<file path="src/rtl/assert_macros.svh">
// Assertion macros shared by the RTL files of the block.
`ifndef ASSERT_MACROS_SVH
`define ASSERT_MACROS_SVH

// Same-cycle implication, disabled during reset.
`define ASSERT_IMPLIES(lbl, clk, rst_n, ante, cons, msg) \
  lbl: assert property (@(posedge clk) disable iff (!rst_n) (ante) |-> (cons)) \
    else $error(msg);

// Next-cycle implication, disabled during reset.
`define ASSERT_NEXT(lbl, clk, rst_n, ante, cons, msg) \
  lbl: assert property (@(posedge clk) disable iff (!rst_n) (ante) |=> (cons)) \
    else $error(msg);

`endif

</file>
<file path="src/rtl/dagr_pkg.sv">
// Types and constants shared by the decimating average block.
package dagr_pkg;

  localparam int SAMPLE_W      = 16;
  localparam int BLOCK_LEN_DEF = 8;

  // Axis codes for the dropped_axis field
  localparam logic [1:0] AXIS_X    = 2'd0;
  localparam logic [1:0] AXIS_Y    = 2'd1;
  localparam logic [1:0] AXIS_Z    = 2'd2;
  localparam logic [1:0] AXIS_NONE = 2'd3;

  typedef struct packed {
    logic signed [SAMPLE_W-1:0] sample_x;
    logic signed [SAMPLE_W-1:0] sample_y;
    logic signed [SAMPLE_W-1:0] sample_z;
  } sample_t;

  typedef struct packed {
    logic signed [SAMPLE_W-1:0] avg_x;
    logic signed [SAMPLE_W-1:0] avg_y;
    logic signed [SAMPLE_W-1:0] avg_z;
    logic [1:0]                 dropped_axis;
    logic [2:0]                 dropped_sample;
  } result_t;

  // Finished block handed from the front end to the back end
  typedef struct packed {
    logic bank;
    logic reject;
  } tok_t;

  // Bank release from the back end
  typedef struct packed {
    logic vld;
    logic bank;
  } rel_t;

endpackage

</file>
<file path="src/rtl/dagr_front.sv">
// Front end: accepts samples, writes them into the block banks, queues finished blocks.
`include "assert_macros.svh"

module dagr_front #(
  parameter int BLOCK_LEN = dagr_pkg::BLOCK_LEN_DEF,
  localparam int POS_W = (BLOCK_LEN > 1) ? $clog2(BLOCK_LEN) : 1
) (
  input  logic             clk,
  input  logic             rst_n,
  input  logic             push,
  output logic             full,
  input  dagr_pkg::sample_t in_data,
  input  logic             cfg_we,
  input  logic             cfg_wdata,
  output logic             wr_en,
  output logic [POS_W:0]   wr_addr,
  output dagr_pkg::sample_t wr_data,
  input  logic             tq_full,
  output logic             tq_push,
  output dagr_pkg::tok_t   tq_tok,
  input  dagr_pkg::rel_t   rel
);
  import dagr_pkg::*;

  localparam logic [POS_W-1:0] LAST_POS = POS_W'(BLOCK_LEN - 1);

  logic [POS_W-1:0] pos_r, pos_nxt;
  logic             bank_r, bank_nxt;
  logic [1:0]       busy_r, busy_nxt;
  logic             reject_r;
  logic             last;
  logic             accept;

  // Hold off while the current bank is still being worked on, or on a last sample while the queue is full
  assign last    = (pos_r == LAST_POS);
  assign full    = busy_r[bank_r] || (last && tq_full);
  assign accept  = push && !full;

  // Write the sample into the current bank
  assign wr_en   = accept;
  assign wr_addr = {bank_r, pos_r};
  assign wr_data = in_data;

  // Queue the block on its last sample
  assign tq_push = accept && last;
  assign tq_tok  = '{bank: bank_r, reject: reject_r};

  // Advance position and bank, track bank occupancy
  always_comb begin
    pos_nxt  = pos_r;
    bank_nxt = bank_r;
    busy_nxt = busy_r;
    if (rel.vld) begin
      busy_nxt[rel.bank] = 1'b0;
    end
    if (accept) begin
      if (last) begin
        pos_nxt          = '0;
        bank_nxt         = !bank_r;
        busy_nxt[bank_r] = 1'b1;
      end else begin
        pos_nxt = pos_r + POS_W'(1);
      end
    end
  end

  always_ff @(posedge clk) begin
    if (!rst_n) begin
      pos_r    <= '0;
      bank_r   <= 1'b0;
      busy_r   <= '0;
      reject_r <= 1'b0;
    end else begin
      pos_r  <= pos_nxt;
      bank_r <= bank_nxt;
      busy_r <= busy_nxt;
      if (cfg_we) begin
        reject_r <= cfg_wdata;
      end
    end
  end

  `ASSERT_IMPLIES(a_push_not_full, clk, rst_n, tq_push, !tq_full, "block queued while queue full")
  `ASSERT_IMPLIES(a_rel_busy_bank, clk, rst_n, rel.vld, busy_r[rel.bank], "release of an idle bank")

endmodule

</file>
<file path="src/rtl/dagr_tq.sv">
// Two-entry queue of finished blocks between the front and back ends.
module dagr_tq (
  input  logic           clk,
  input  logic           rst_n,
  input  logic           push,
  input  dagr_pkg::tok_t tok_in,
  output logic           full,
  input  logic           pop,
  output logic           empty,
  output dagr_pkg::tok_t tok_out
);
  import dagr_pkg::*;

  tok_t       ent_r [2];
  logic       wr_ptr_r;
  logic       rd_ptr_r;
  logic [1:0] cnt_r;

  assign full    = (cnt_r == 2'd2);
  assign empty   = (cnt_r == 2'd0);
  assign tok_out = ent_r[rd_ptr_r];

  // Store the entry at the write pointer
  always_ff @(posedge clk) begin
    if (push) begin
      ent_r[wr_ptr_r] <= tok_in;
    end
  end

  // Advance pointers and occupancy
  always_ff @(posedge clk) begin
    if (!rst_n) begin
      wr_ptr_r <= 1'b0;
      rd_ptr_r <= 1'b0;
      cnt_r    <= '0;
    end else begin
      if (push) begin
        wr_ptr_r <= !wr_ptr_r;
      end
      if (pop) begin
        rd_ptr_r <= !rd_ptr_r;
      end
      if (push && !pop) begin
        cnt_r <= cnt_r + 2'd1;
      end else if (pop && !push) begin
        cnt_r <= cnt_r - 2'd1;
      end
    end
  end

endmodule

</file>
<file path="src/rtl/dagr_back.sv">
// Back end: block memory, sum and outlier sweeps, reciprocal divider, result register.
`include "assert_macros.svh"

module dagr_back #(
  parameter int BLOCK_LEN = dagr_pkg::BLOCK_LEN_DEF,
  localparam int POS_W = (BLOCK_LEN > 1) ? $clog2(BLOCK_LEN) : 1
) (
  input  logic              clk,
  input  logic              rst_n,
  input  logic              tq_empty,
  output logic              tq_pop,
  input  dagr_pkg::tok_t    tq_tok,
  input  logic              wr_en,
  input  logic [POS_W:0]    wr_addr,
  input  dagr_pkg::sample_t wr_data,
  output dagr_pkg::rel_t    rel,
  output logic              out_empty,
  input  logic              out_pop,
  output dagr_pkg::result_t out_data
);
  import dagr_pkg::*;

  localparam int SUM_W     = SAMPLE_W + $clog2(BLOCK_LEN);
  localparam int D_W       = SUM_W + 1;
  localparam int DV_W      = $clog2(BLOCK_LEN + 1);
  localparam int REC_SH    = SUM_W + DV_W;
  localparam int REC_W     = REC_SH + 1;
  localparam int PRD_W     = SUM_W + REC_W;
  localparam int DROP_N    = (BLOCK_LEN > 1) ? BLOCK_LEN - 1 : 1;
  localparam int MEM_DEPTH = 2 << POS_W;
  localparam bit CAN_REJECT = (BLOCK_LEN > 1);
  localparam logic [POS_W-1:0]       LAST_POS = POS_W'(BLOCK_LEN - 1);
  localparam logic signed [SUM_W-1:0] N_MUL   = SUM_W'(BLOCK_LEN);
  localparam logic [DV_W-1:0]        DV_FULL  = DV_W'(BLOCK_LEN);
  localparam logic [DV_W-1:0]        DV_DROP  = DV_W'(BLOCK_LEN - 1);
  // Rounded-up reciprocals, exact for every numerator below 2**SUM_W
  localparam logic [REC_W-1:0] REC_FULL =
    REC_W'(((64'd1 << REC_SH) + 64'(BLOCK_LEN) - 64'd1) / 64'(BLOCK_LEN));
  localparam logic [REC_W-1:0] REC_DROP =
    REC_W'(((64'd1 << REC_SH) + 64'(DROP_N) - 64'd1) / 64'(DROP_N));

  typedef enum logic [4:0] {
    ST_IDLE = 5'b00001,
    ST_SUM  = 5'b00010,
    ST_SCAN = 5'b00100,
    ST_DIV  = 5'b01000,
    ST_OUT  = 5'b10000
  } state_t;

  function automatic logic signed [SAMPLE_W-1:0] pick_lane(sample_t s, logic [1:0] ax);
    logic signed [SAMPLE_W-1:0] v;
    case (ax)
      AXIS_X:  v = s.sample_x;
      AXIS_Y:  v = s.sample_y;
      default: v = s.sample_z;
    endcase
    return v;
  endfunction

  // Control
  state_t state_r, state_nxt;
  logic   iss_act_r;
  logic   v1_r, v2_r, v3_r;
  logic   div_busy_r;
  logic   out_vld_r;

  // Block context
  logic bank_r;
  logic rej_r;

  // Sweep issue and pipeline
  logic [POS_W-1:0] iss_pos_r;
  logic [1:0]       iss_axis_r;
  sample_t          rd_r;
  logic [POS_W-1:0] pos1_r, pos2_r, pos3_r;
  logic [1:0]       axis1_r, axis2_r, axis3_r;
  logic signed [SAMPLE_W-1:0] val2_r, val3_r;
  logic signed [SUM_W-1:0]    prod_r;
  logic [D_W-1:0]             d_r;

  // Sums and rejection
  logic signed [SUM_W-1:0]    sum_x_r, sum_y_r, sum_z_r;
  logic [D_W-1:0]             best_r;
  logic [1:0]                 drop_axis_r;
  logic [POS_W-1:0]           drop_pos_r;
  logic signed [SAMPLE_W-1:0] drop_val_r;

  // Divider
  logic [1:0]       div_axis_r;
  logic [SUM_W-1:0] quo_r;
  logic [REC_W-1:0] rec_r;
  logic [PRD_W-1:0] qprod_r;
  logic             neg_r;
  logic [1:0]       cnt_r;
  logic signed [SAMPLE_W-1:0] avg_x_r, avg_y_r, avg_z_r;

  result_t out_r;
  sample_t mem [MEM_DEPTH];

  logic iss_last_pos, iss_last, sweep_done, scan_start;
  logic div_done, out_free, load_out, div_match;
  logic signed [SUM_W-1:0]    scan_sum, div_sum, div_num;
  logic signed [SUM_W-1:0]    lane_ext;
  logic signed [D_W-1:0]      diff;
  logic [SUM_W-1:0]           num_mag;
  logic [DV_W-1:0]            dv_sel;
  logic [REC_W-1:0]           rec_sel;
  logic [SUM_W-1:0]           q_fin;
  logic signed [SAMPLE_W-1:0] avg_fin;

  // Sweep and handshake conditions
  assign iss_last_pos = (iss_pos_r == LAST_POS);
  assign iss_last     = iss_last_pos && (state_r == ST_SUM || iss_axis_r == AXIS_Z);
  assign sweep_done   = !iss_act_r && !v1_r && !v2_r && !v3_r;
  assign scan_start   = (state_r == ST_SUM) && sweep_done && rej_r && CAN_REJECT;
  assign div_done     = div_busy_r && (cnt_r == 2'd1);
  assign out_free     = !out_vld_r || out_pop;
  assign load_out     = (state_r == ST_OUT) && out_free;
  assign tq_pop       = (state_r == ST_IDLE) && !tq_empty;
  assign rel          = '{vld: load_out, bank: bank_r};
  assign out_empty    = !out_vld_r;
  assign out_data     = out_r;

  // Select the axis sum for the scan and the divider
  always_comb begin
    case (axis2_r)
      AXIS_X:  scan_sum = sum_x_r;
      AXIS_Y:  scan_sum = sum_y_r;
      default: scan_sum = sum_z_r;
    endcase
    case (div_axis_r)
      AXIS_X:  div_sum = sum_x_r;
      AXIS_Y:  div_sum = sum_y_r;
      default: div_sum = sum_z_r;
    endcase
  end

  // Scan arithmetic
  assign lane_ext = SUM_W'(pick_lane(rd_r, axis1_r));
  assign diff     = D_W'(prod_r) - D_W'(scan_sum);

  // Divider load and scale
  assign div_match = (div_axis_r == drop_axis_r);
  assign div_num   = div_sum - (div_match ? SUM_W'(drop_val_r) : SUM_W'(0));
  assign dv_sel    = div_match ? DV_DROP : DV_FULL;
  assign rec_sel   = div_match ? REC_DROP : REC_FULL;
  assign num_mag   = div_num[SUM_W-1] ? SUM_W'(-div_num) : SUM_W'(div_num);
  assign q_fin     = qprod_r[REC_SH +: SUM_W];
  assign avg_fin   = neg_r ? SAMPLE_W'(-q_fin) : SAMPLE_W'(q_fin);

  // Sequence the block through sum, scan (reject mode only), divide and output
  always_comb begin
    state_nxt = state_r;
    unique case (state_r)
      ST_IDLE: if (!tq_empty) begin
        state_nxt = ST_SUM;
      end
      ST_SUM: if (sweep_done) begin
        state_nxt = scan_start ? ST_SCAN : ST_DIV;
      end
      ST_SCAN: if (sweep_done) begin
        state_nxt = ST_DIV;
      end
      ST_DIV: if (div_done && div_axis_r == AXIS_Z) begin
        state_nxt = ST_OUT;
      end
      ST_OUT: if (out_free) begin
        state_nxt = ST_IDLE;
      end
      default: state_nxt = ST_IDLE;
    endcase
  end

  always_ff @(posedge clk) begin
    if (!rst_n) begin
      state_r    <= ST_IDLE;
      iss_act_r  <= 1'b0;
      v1_r       <= 1'b0;
      v2_r       <= 1'b0;
      v3_r       <= 1'b0;
      div_busy_r <= 1'b0;
      out_vld_r  <= 1'b0;
    end else begin
      state_r <= state_nxt;
      v1_r    <= iss_act_r;
      v2_r    <= v1_r && (state_r == ST_SCAN);
      v3_r    <= v2_r;
      if (tq_pop || scan_start) begin
        iss_act_r <= 1'b1;
      end else if (iss_act_r && iss_last) begin
        iss_act_r <= 1'b0;
      end
      if (state_r == ST_DIV) begin
        if (!div_busy_r) begin
          div_busy_r <= 1'b1;
        end else if (div_done) begin
          div_busy_r <= 1'b0;
        end
      end
      if (load_out) begin
        out_vld_r <= 1'b1;
      end else if (out_pop) begin
        out_vld_r <= 1'b0;
      end
    end
  end

  // Write samples from the front end, read one word per sweep step
  always_ff @(posedge clk) begin
    if (wr_en) begin
      mem[wr_addr] <= wr_data;
    end
    if (iss_act_r) begin
      rd_r <= mem[{bank_r, iss_pos_r}];
    end
  end

  // Sweep address counters and per-block setup
  always_ff @(posedge clk) begin
    if (tq_pop) begin
      bank_r      <= tq_tok.bank;
      rej_r       <= tq_tok.reject;
      iss_pos_r   <= '0;
      iss_axis_r  <= AXIS_X;
      sum_x_r     <= '0;
      sum_y_r     <= '0;
      sum_z_r     <= '0;
      best_r      <= '0;
      drop_axis_r <= AXIS_NONE;
      drop_pos_r  <= '0;
      drop_val_r  <= '0;
      div_axis_r  <= AXIS_X;
    end else begin
      if (scan_start) begin
        iss_pos_r  <= '0;
        iss_axis_r <= AXIS_X;
      end else if (iss_act_r) begin
        if (iss_last_pos) begin
          iss_pos_r  <= '0;
          iss_axis_r <= iss_axis_r + 2'd1;
        end else begin
          iss_pos_r <= iss_pos_r + POS_W'(1);
        end
      end
      // Accumulate the three axis sums
      if (v1_r && state_r == ST_SUM) begin
        sum_x_r <= sum_x_r + SUM_W'(rd_r.sample_x);
        sum_y_r <= sum_y_r + SUM_W'(rd_r.sample_y);
        sum_z_r <= sum_z_r + SUM_W'(rd_r.sample_z);
      end
      // Keep the farthest entry, later entry wins a tie
      if (v3_r && d_r >= best_r) begin
        best_r      <= d_r;
        drop_axis_r <= axis3_r;
        drop_pos_r  <= pos3_r;
        drop_val_r  <= val3_r;
      end
      if (div_done) begin
        div_axis_r <= div_axis_r + 2'd1;
      end
    end
  end

  // Scan pipeline: tag, scale by block length, distance to the sum
  always_ff @(posedge clk) begin
    if (iss_act_r) begin
      pos1_r  <= iss_pos_r;
      axis1_r <= iss_axis_r;
    end
    if (v1_r) begin
      prod_r  <= lane_ext * N_MUL;
      val2_r  <= pick_lane(rd_r, axis1_r);
      pos2_r  <= pos1_r;
      axis2_r <= axis1_r;
    end
    if (v2_r) begin
      d_r     <= diff[D_W-1] ? D_W'(-diff) : D_W'(diff);
      val3_r  <= val2_r;
      pos3_r  <= pos2_r;
      axis3_r <= axis2_r;
    end
  end

  // Divide by a constant reciprocal: load the magnitude, multiply, then scale and sign
  always_ff @(posedge clk) begin
    if (state_r == ST_DIV && !div_busy_r) begin
      quo_r <= num_mag + SUM_W'(dv_sel >> 1);
      rec_r <= rec_sel;
      neg_r <= div_num[SUM_W-1];
      cnt_r <= 2'd2;
    end else if (div_busy_r) begin
      qprod_r <= PRD_W'(quo_r) * PRD_W'(rec_r);
      cnt_r   <= cnt_r - 2'd1;
    end
    if (div_done) begin
      case (div_axis_r)
        AXIS_X:  avg_x_r <= avg_fin;
        AXIS_Y:  avg_y_r <= avg_fin;
        default: avg_z_r <= avg_fin;
      endcase
    end
  end

  // Load the result register
  always_ff @(posedge clk) begin
    if (load_out) begin
      out_r <= '{avg_x: avg_x_r, avg_y: avg_y_r, avg_z: avg_z_r,
                 dropped_axis: drop_axis_r, dropped_sample: 3'(drop_pos_r)};
    end
  end

  `ASSERT_IMPLIES(a_scan_needs_reject, clk, rst_n, state_r == ST_SCAN, rej_r && CAN_REJECT, "scan without reject mode")
  `ASSERT_IMPLIES(a_plain_no_drop, clk, rst_n, load_out && !rej_r, drop_axis_r == AXIS_NONE, "drop in plain mode")
  `ASSERT_IMPLIES(a_div_after_sweep, clk, rst_n, state_r == ST_DIV, !iss_act_r && !v3_r, "divide during sweep")

endmodule

</file>
<file path="src/rtl/decimating_average_glitch_reject.sv">
// Top level of the decimating block averager with outlier rejection.
// Samples are taken one per cycle while a block bank is free: the front end writes each
// sample into one of two banks and hands a finished block to the back end through a
// two-entry queue. At the end of each block of BLOCK_LEN samples the back end sweeps the
// bank once to form the three axis sums, in reject mode sweeps it again axis by axis to
// find the entry farthest from its axis mean, then divides each axis by a multiply with a
// constant reciprocal, loads one result into the output register and returns to idle
// before the next block. The back end sets the sustained rate; a new block fills while
// the previous one is computed, and a result held by the receiver stalls the back end
// further. The reject setting written through cfg_we and cfg_wdata is sampled when the
// last sample of a block is accepted.
`include "assert_macros.svh"

module decimating_average_glitch_reject #(
  parameter int BLOCK_LEN = dagr_pkg::BLOCK_LEN_DEF,
  localparam int POS_W = (BLOCK_LEN > 1) ? $clog2(BLOCK_LEN) : 1
) (
  input  logic              clk,
  input  logic              rst_n,
  input  logic              push,
  output logic              full,
  input  dagr_pkg::sample_t in_data,
  output logic              empty,
  input  logic              pop,
  output dagr_pkg::result_t out_data,
  input  logic              cfg_we,
  input  logic              cfg_wdata
);
  import dagr_pkg::*;

  logic           wr_en;
  logic [POS_W:0] wr_addr;
  sample_t        wr_data;
  logic           tq_full, tq_empty, tq_push, tq_pop;
  tok_t           tok_in, tok_out;
  rel_t           rel;

  // Accept and store samples
  dagr_front #(.BLOCK_LEN(BLOCK_LEN)) u_front (
    .clk      (clk),
    .rst_n    (rst_n),
    .push     (push),
    .full     (full),
    .in_data  (in_data),
    .cfg_we   (cfg_we),
    .cfg_wdata(cfg_wdata),
    .wr_en    (wr_en),
    .wr_addr  (wr_addr),
    .wr_data  (wr_data),
    .tq_full  (tq_full),
    .tq_push  (tq_push),
    .tq_tok   (tok_in),
    .rel      (rel)
  );

  // Decouple block completion from processing
  dagr_tq u_tq (
    .clk    (clk),
    .rst_n  (rst_n),
    .push   (tq_push),
    .tok_in (tok_in),
    .full   (tq_full),
    .pop    (tq_pop),
    .empty  (tq_empty),
    .tok_out(tok_out)
  );

  // Average, reject and hold the result
  dagr_back #(.BLOCK_LEN(BLOCK_LEN)) u_back (
    .clk      (clk),
    .rst_n    (rst_n),
    .tq_empty (tq_empty),
    .tq_pop   (tq_pop),
    .tq_tok   (tok_out),
    .wr_en    (wr_en),
    .wr_addr  (wr_addr),
    .wr_data  (wr_data),
    .rel      (rel),
    .out_empty(empty),
    .out_pop  (pop),
    .out_data (out_data)
  );

endmodule

</file>
<file path="config.mk">
export PLATFORM = sky130hd
export DESIGN_NAME = decimating_average_glitch_reject
export DESIGN_NICKNAME = d
export VERILOG_FILES = /design/src/rtl/dagr_pkg.sv /design/src/rtl/dagr_front.sv /design/src/rtl/dagr_tq.sv /design/src/rtl/dagr_back.sv /design/src/rtl/decimating_average_glitch_reject.sv
export VERILOG_INCLUDE_DIRS = /design/src /design/src/rtl
export SDC_FILE = /design/constraint.sdc
export NUM_CORES = 2
export LEC_CHECK = 0
export BUFFER_PORTS_ARGS = -buffer_cell sky130_fd_sc_hd__buf_2
export CAP_MARGIN = 40
export CORE_ASPECT_RATIO = 1.4
export CORE_UTILIZATION = 30
export CTS_BUF_LIST = sky130_fd_sc_hd__clkbuf_8
export DETAILED_ROUTE_END_ITERATION = 10
export SYNTH_ARGS = -nofsm -noshare
export SYNTH_HDL_FRONTEND = slang
export SYNTH_HIERARCHICAL = 1
export SYNTH_SLANG_ARGS = --single-unit
export TNS_END_PERCENT = 30
</file>
<file path="constraint.sdc">
create_clock -name clk -period 7.9 [get_ports clk]
set_input_delay 1.58 -clock clk [delete_from_list [all_inputs] [get_ports clk]]
set_output_delay 1.58 -clock clk [all_outputs]
set_load 0.02 [all_outputs]
</file>
Word-level counts from Yosys, hierarchy flattened. Memories as Yosys holds them, arrays and structs flattened. A register that Yosys moved wholly into a read port is not among the register bits. Index checks and enable logic that the tools add are counted.

Bits of input ports: 54. Memory bits (writable): 772. Memories: 2. Word-level logic and storage cells: 190. Output and inout port bits: 55. Flip-flop bits (word level): 380.

Equality and inequality tests: 20. Reduce and logical (&&, ||, !) cells: 55. Bitwise gates (word level): 5. $lt $le $gt $ge: 5. Add/sub/neg operators: 16. Mux-type cells: 39. Multiply operators: 1.

Memories: u_back.mem (words 16, width 48, read ports 1, clocked after Yosys merged registers in 1, wr ports 1, RTL line dagr_back.sv:98) `sample_t mem [MEM_DEPTH];`; u_tq.ent_r (words 2, width 2, read ports 1, clocked after Yosys merged registers in 1, wr ports 1, RTL line dagr_tq.sv:14) `tok_t ent_r [2];`.

Operators with widths (count): case mux 19 bit (2 select lines) (2); adder 19 x 16 -> 19 bit (3); 2-to-1 mux 19 bit (3); multiplier 19 x 24 -> 39 bit (1); case mux 16 bit (2 select lines) (1); 2-to-1 mux 5 bit (5); case mux 5 bit (5 select lines) (1); logical AND 1 bit (22); >= comparator 20 bit (1); negation 20 bit (1); subtractor 19 x 19 -> 20 bit (1); adder 19 x 3 -> 19 bit (1); negation 19 bit (1); subtractor 19 bit (1); 2-to-1 mux 18 bit (1); 2-to-1 mux 16 bit (1); negation 16 bit (1); 2-to-1 mux 1 bit (14); zero test 1 bit (13); AND reduction 2 bit (6); 2-to-1 mux 2 bit (5); equality test 2 x 1 -> 1 bit, second input constant (4); zero test 2 bit (4); 2-to-1 mux 4 bit (2); other kinds (25) (46).

Logic depth before layout (Yosys ltp).
Word-level depth: 10. Gate-level depth with buffers: 27. Depth with buffers taken out: 24.

By module. Netlist, hierarchy kept.

By module, submodules not included: dagr_back (times used 1, cells an instance 3380, area an instance 52492.8 sq um, seq. area each 33081.7 sq um); dagr_front (times used 1, cells an instance 89, area an instance 721.9 sq um, seq. area each 140.1 sq um); dagr_tq (times used 1, cells an instance 28, area an instance 361.6 sq um, seq. area each 220.2 sq um).

Worst setup path after synthesis. OpenSTA, ideal clock, no wires.

Path kind: input port to flip-flop. Start: input port push. End: memory u_back/mem[0][0] (netlist name) (enable). Path buffers: 1. Path slack: 1770 ps. Arrival: 5618 ps. Library setup time: 513 ps. Stages on the path: 4. Required time: 7387 ps. Cell sequence: and3_1 -> buf_6 -> or3b_2 -> nor3_1.

Longest elaborated chain between the ends: 3.

Ends and longest elaborated chain: from (decl) (RTL line decimating_average_glitch_reject.sv:20) `input logic push,`; logical AND 1 bit (RTL line dagr_front.sv:37) `assign accept = push && !full;`; named net wr_en (RTL line decimating_average_glitch_reject.sv:31) `logic wr_en;`; 2-to-1 mux 1 bit (RTL line dagr_back.sv:210) `if (wr_en) begin`; 2-to-1 mux 1 bit (not written as such) (RTL line dagr_back.sv:211) `mem[wr_addr] <= wr_data;`; to (decl) (RTL line dagr_back.sv:98).

The timed path passes the listed nets, and every way through them passes these cells.

Final worst setup path.
Start: register u_back.div_axis_r[1]. End: register u_back.quo_r[16], data pin.

Longest elaborated chain between the ends: 6. Elaborated cells between the ends (all ways): 10. Those cells by class: 3 x add/sub; 2 x eq/ne; 4 x mux; 1 x reduce/logical.

Ends and longest elaborated chain: from (decl) (RTL line dagr_back.sv:89) `logic [1:0] div_axis_r;`; from (signal assigned) (RTL line dagr_back.sv:259) `div_axis_r <= div_axis_r + 2'd1;`; equality test 2 x 1 -> 1 bit (tied with other cells) (RTL line dagr_back.sv:131) `case (div_axis_r)`; case mux 19 bit (2 select lines) or 2-to-1 mux 19 bit (tied branches) (RTL line dagr_back.sv:131, dagr_back.sv:144); subtractor 19 bit (RTL line dagr_back.sv:144) `assign div_num = div_sum - (div_match ? SUM_W'(drop_val_r) : SUM_W'(0));`; negation 19 bit (RTL line dagr_back.sv:147) `assign num_mag = div_num[SUM_W-1] ? SUM_W'(-div_num) : SUM_W'(div_num);`; 2-to-1 mux 19 bit (RTL line dagr_back.sv:147); adder 19 x 3 -> 19 bit (*) (RTL line dagr_back.sv:287) `quo_r <= num_mag + SUM_W'(dv_sel >> 1);`; to (signal assigned) (RTL line dagr_back.sv:287); to (decl) (RTL line dagr_back.sv:90) `logic [SUM_W-1:0] quo_r;`.

Mark *: on every way between the ends. The rest lies on a longest branch, timed or not. A chain may end at the register's enable or synchronous reset.

==> results.json <==
{
  "final_common_cell": "edfxtp_1",
  "crit_family": "simple AND/OR/NAND/NOR gates",
  "wl_per_cell_um": 19.95,
  "clkLatencyLatePin_ns": 0.90,
  "regArea_um2": 33460,
  "die_w_um": 359.2,
  "p_leak_nw": 21.23,
  "first_pass_iters": 5,
  "arrival_ns": 7.05,
  "antenna_left": 0,
  "r2r_slack_ns": 1.45,
  "drt_iter0_drc": 1952,
  "syn_avg_cell_area_um2": 15.32,
  "synth_cell_types": 76,
  "grt_max_degree": 119,
  "fin_nets": 4052,
  "crit_path_frequent_cell": "inv_1",
  "hold_depth": 0,
  "ctsHoldBuffers": 0,
  "clock.fmax_mhz": 155.1,
  "rsz0062_at_grt": "no",
  "num_rows": 183,
  "cts_sinks": 1157,
  "worst_pin_slew_ns": 0.9715,
  "seq_area_frac_synth_pct": 62.42,
  "design.core.area_um2": 177500,
  "viasPerCell": 4.851,
  "outcome": "finished clean",
  "cts_tree": "built",
  "r2r_cells": 27,
  "synth_largest_area_cell": "edfxtp_1",
  "required_ns": 8.51,
  "grt_pass1_vias": 31090,
  "area_delta_synth_final_pct": 12.92,
  "vdd_drop_max_uv": 164.3,
  "clk_pin_slew_ns": 0.06,
  "syn_area_um2": 53580,
  "power_mw": 15.64,
  "cts_setup_buffers": 0,
  "cts_made_buffers": 181,
  "multi_input_area_um2": 18650,
  "ys.flop_type": "edfxtp_1",
  "r2r_start": "u_back/div_axis_r[1]",
  "fp.dieArea_um2": 180300,
  "power_density_nw_per_um2": 258.5,
  "start_kind": "register",
  "synth_warnings": 6,
  "via_count": 29740,
  "synthTopCellsByArea": "edfxtp_1 (58%), mux4_2 (10%), ha_1 (6.0%)",
  "critPathBufInv": 7,
  "endpoint_kind": "register",
  "cts_max_level": 4,
  "fin_setup_tns_ns": 0,
  "worstPathMaxFanout": 22,
  "synth_edf_count": 1027,
  "dp_hpwl_mm": 78.36,
  "io_buffers": 108,
  "grt_first_pass_wirelength_mm": 186.5,
  "synth-seq-cells": 1157,
  "finClkSkew_ns": 0.04910,
  "final_cell_mix": "edfxtp_1 (1027), inv_1 (268), ha_1 (257), mux4_2 (240), nand2_1 (221)",
  "n_fill_cell": 16960,
  "finalWirelength_mm": 122.3,
  "route.detailed.drc": 0,
  "cpPeakStageDelay_ns": 0.60,
  "fin_crit_sh_pct": 81.62,
  "antenna_found_initial": 19,
  "chipHeight_um": 502.0,
  "postSynthCellCount": 3497,
  "setup_violations": 0,
  "hold_viol": 0,
  "rr_endpoint": "u_back/quo_r[16]",
  "synth_nets": 3884,
  "path_class": "register to register",
  "pin_count": 109,
  "netlist.area_leader.share_pct": 57.56,
  "maxSlewHeadroom_pct": 34.80,
  "max-cap-violations": 0,
  "grt.overflow.total": 0,
  "cts-root-buf": "clkbuf_8",
  "drive_above_1_share_pct": 18.15,
  "fin_crit_ns": 6.448,
  "cts_resized": 0,
  "initial_core_util_pct": 30.19,
  "min_from": "u_back/avg_y_r[9]",
  "clock_path_buffers": 3,
  "synth-async-reset-ratio_pct": 0,
  "min_path_type": "register to register",
  "critPathSlowestCell": "or4_4",
  "routabilityCongestion": 0.8392,
  "grt_use_total_pct": 13.55,
  "slew_viol_final": 0,
  "min_to": "u_back/out_data[30]"
}
==> area by class of cell <==
class                   count  share of cell area [%]
diodes                      1                0.004136
clock buffers             191                   4.345
clock inverters           145                   1.415
inverters                 191                   1.185
multi-input cells        1963                   30.83
flip-flops and latches   1157                   55.30
well taps                2312                   4.781
repair buffers            171                   2.138
==> power breakdown <==
group | internal [mW] | switching [mW]
clock network | 2.44 | 2.39
registers | 7.03 | 0.351
logic | 1.60 | 1.84
==> worst max-delay path by stage <==
stage	startpoint	to	slack, ns	depth (start not counted)
2_1_floorplan	push	u_back/mem[0][0]	1.77	4
3_3_place_gp	u_back/div_axis_r[0]	u_back/quo_r[16]	1.06	26
3_5_place_dp	u_back/div_axis_r[0]	u_back/quo_r[16]	1.47	27
4_1_cts	u_back/div_axis_r[1]	u_back/quo_r[16]	1.46	27
5_1_grt	u_back/div_axis_r[0]	u_back/quo_r[18]	0.85	27
6_report	u_back/div_axis_r[1]	u_back/quo_r[16]	1.45	27
==> logic make-up after synthesis <==
| group | share of synthesized area (%) |
|---|---|
| flip-flops | 62.42 |
| XOR/XNOR | 2.581 |
| adder cells (fa/ha/maj) | 8.842 |
| AO/OA/AOI/OAI | 6.320 |
| multiplexers | 11.09 |
| buffers and inverters | 3.031 |
| AND/OR/NAND/NOR | 5.717 |
==> metal layers <==
metal / GRT usage [%] / routed length (um)
met5: 0 / 125
met4: 5.247 / 4012
met3: 2.851 / 5781
met2: 24.42 / 63210
met1: 15.62 / 49190
==> synthesized netlist by cell type (all sizes together) (3+ instances only) <==
cell type and n:
o31a 4, nor2b 18, o211ai 34, nand2 222
o211a 4, or2 7, mux2i 48, mux4 240
o2111ai 5, a22o 3, clkbuf 114, buf 72
edfxtp 1027, and3 25, inv 191, dfxtp 130
nand3b 10, a211oi 32, nor3 50, o31ai 11
nand4b 3, a221oi 3, fa 76, a22oi 16
nor2 112, o21a 20, nand2b 28, mux2 5
or4 7, o21ai 148, xor2 60, or3 43
and2 28, nand4 9, nand3 34, ha 257
a21boi 7, nor4 9, nor3b 13, a21o 42
xnor2 97, a21oi 188, a31oi 8, o21bai 8
a211o 3
==> registers in the layout (all words and copies together), names as in the netlist, 5 cells and up, named ones only <==
register           count
u_back/qprod_r        16
u_back/best_r         20
u_back/state_r         5
u_back/avg_y_r        16
u_back/d_r            20
u_back/mem           768
u_back/rd_r           48
u_back/sum_y_r        19
u_back/drop_val_r     16
u_back/sum_z_r        19
u_back/quo_r          19
u_back/sum_x_r        19
u_back/avg_z_r        16
u_back/val3_r         16
u_back/out_data       53
u_back/avg_x_r        16
u_back/prod_r         16
==> through the flow <==
step	instances	setup WS [ns]	cell area [um2]	util (%)	hold slack [ns]
2_1_floorplan	3497	1.770	53580	-	0.4003
4_1_cts	6130	1.460	60500	34.09	0.3743
3_3_place_gp	5778	1.062	56640	31.92	0.4029
5_1_grt	6131	0.8518	60500	34.09	0.3890
3_5_place_dp	5794	1.473	57010	32.13	0.4045
6_report	6131	1.452	60500	34.09	0.3797
Power figures use the tool's default switching activity.
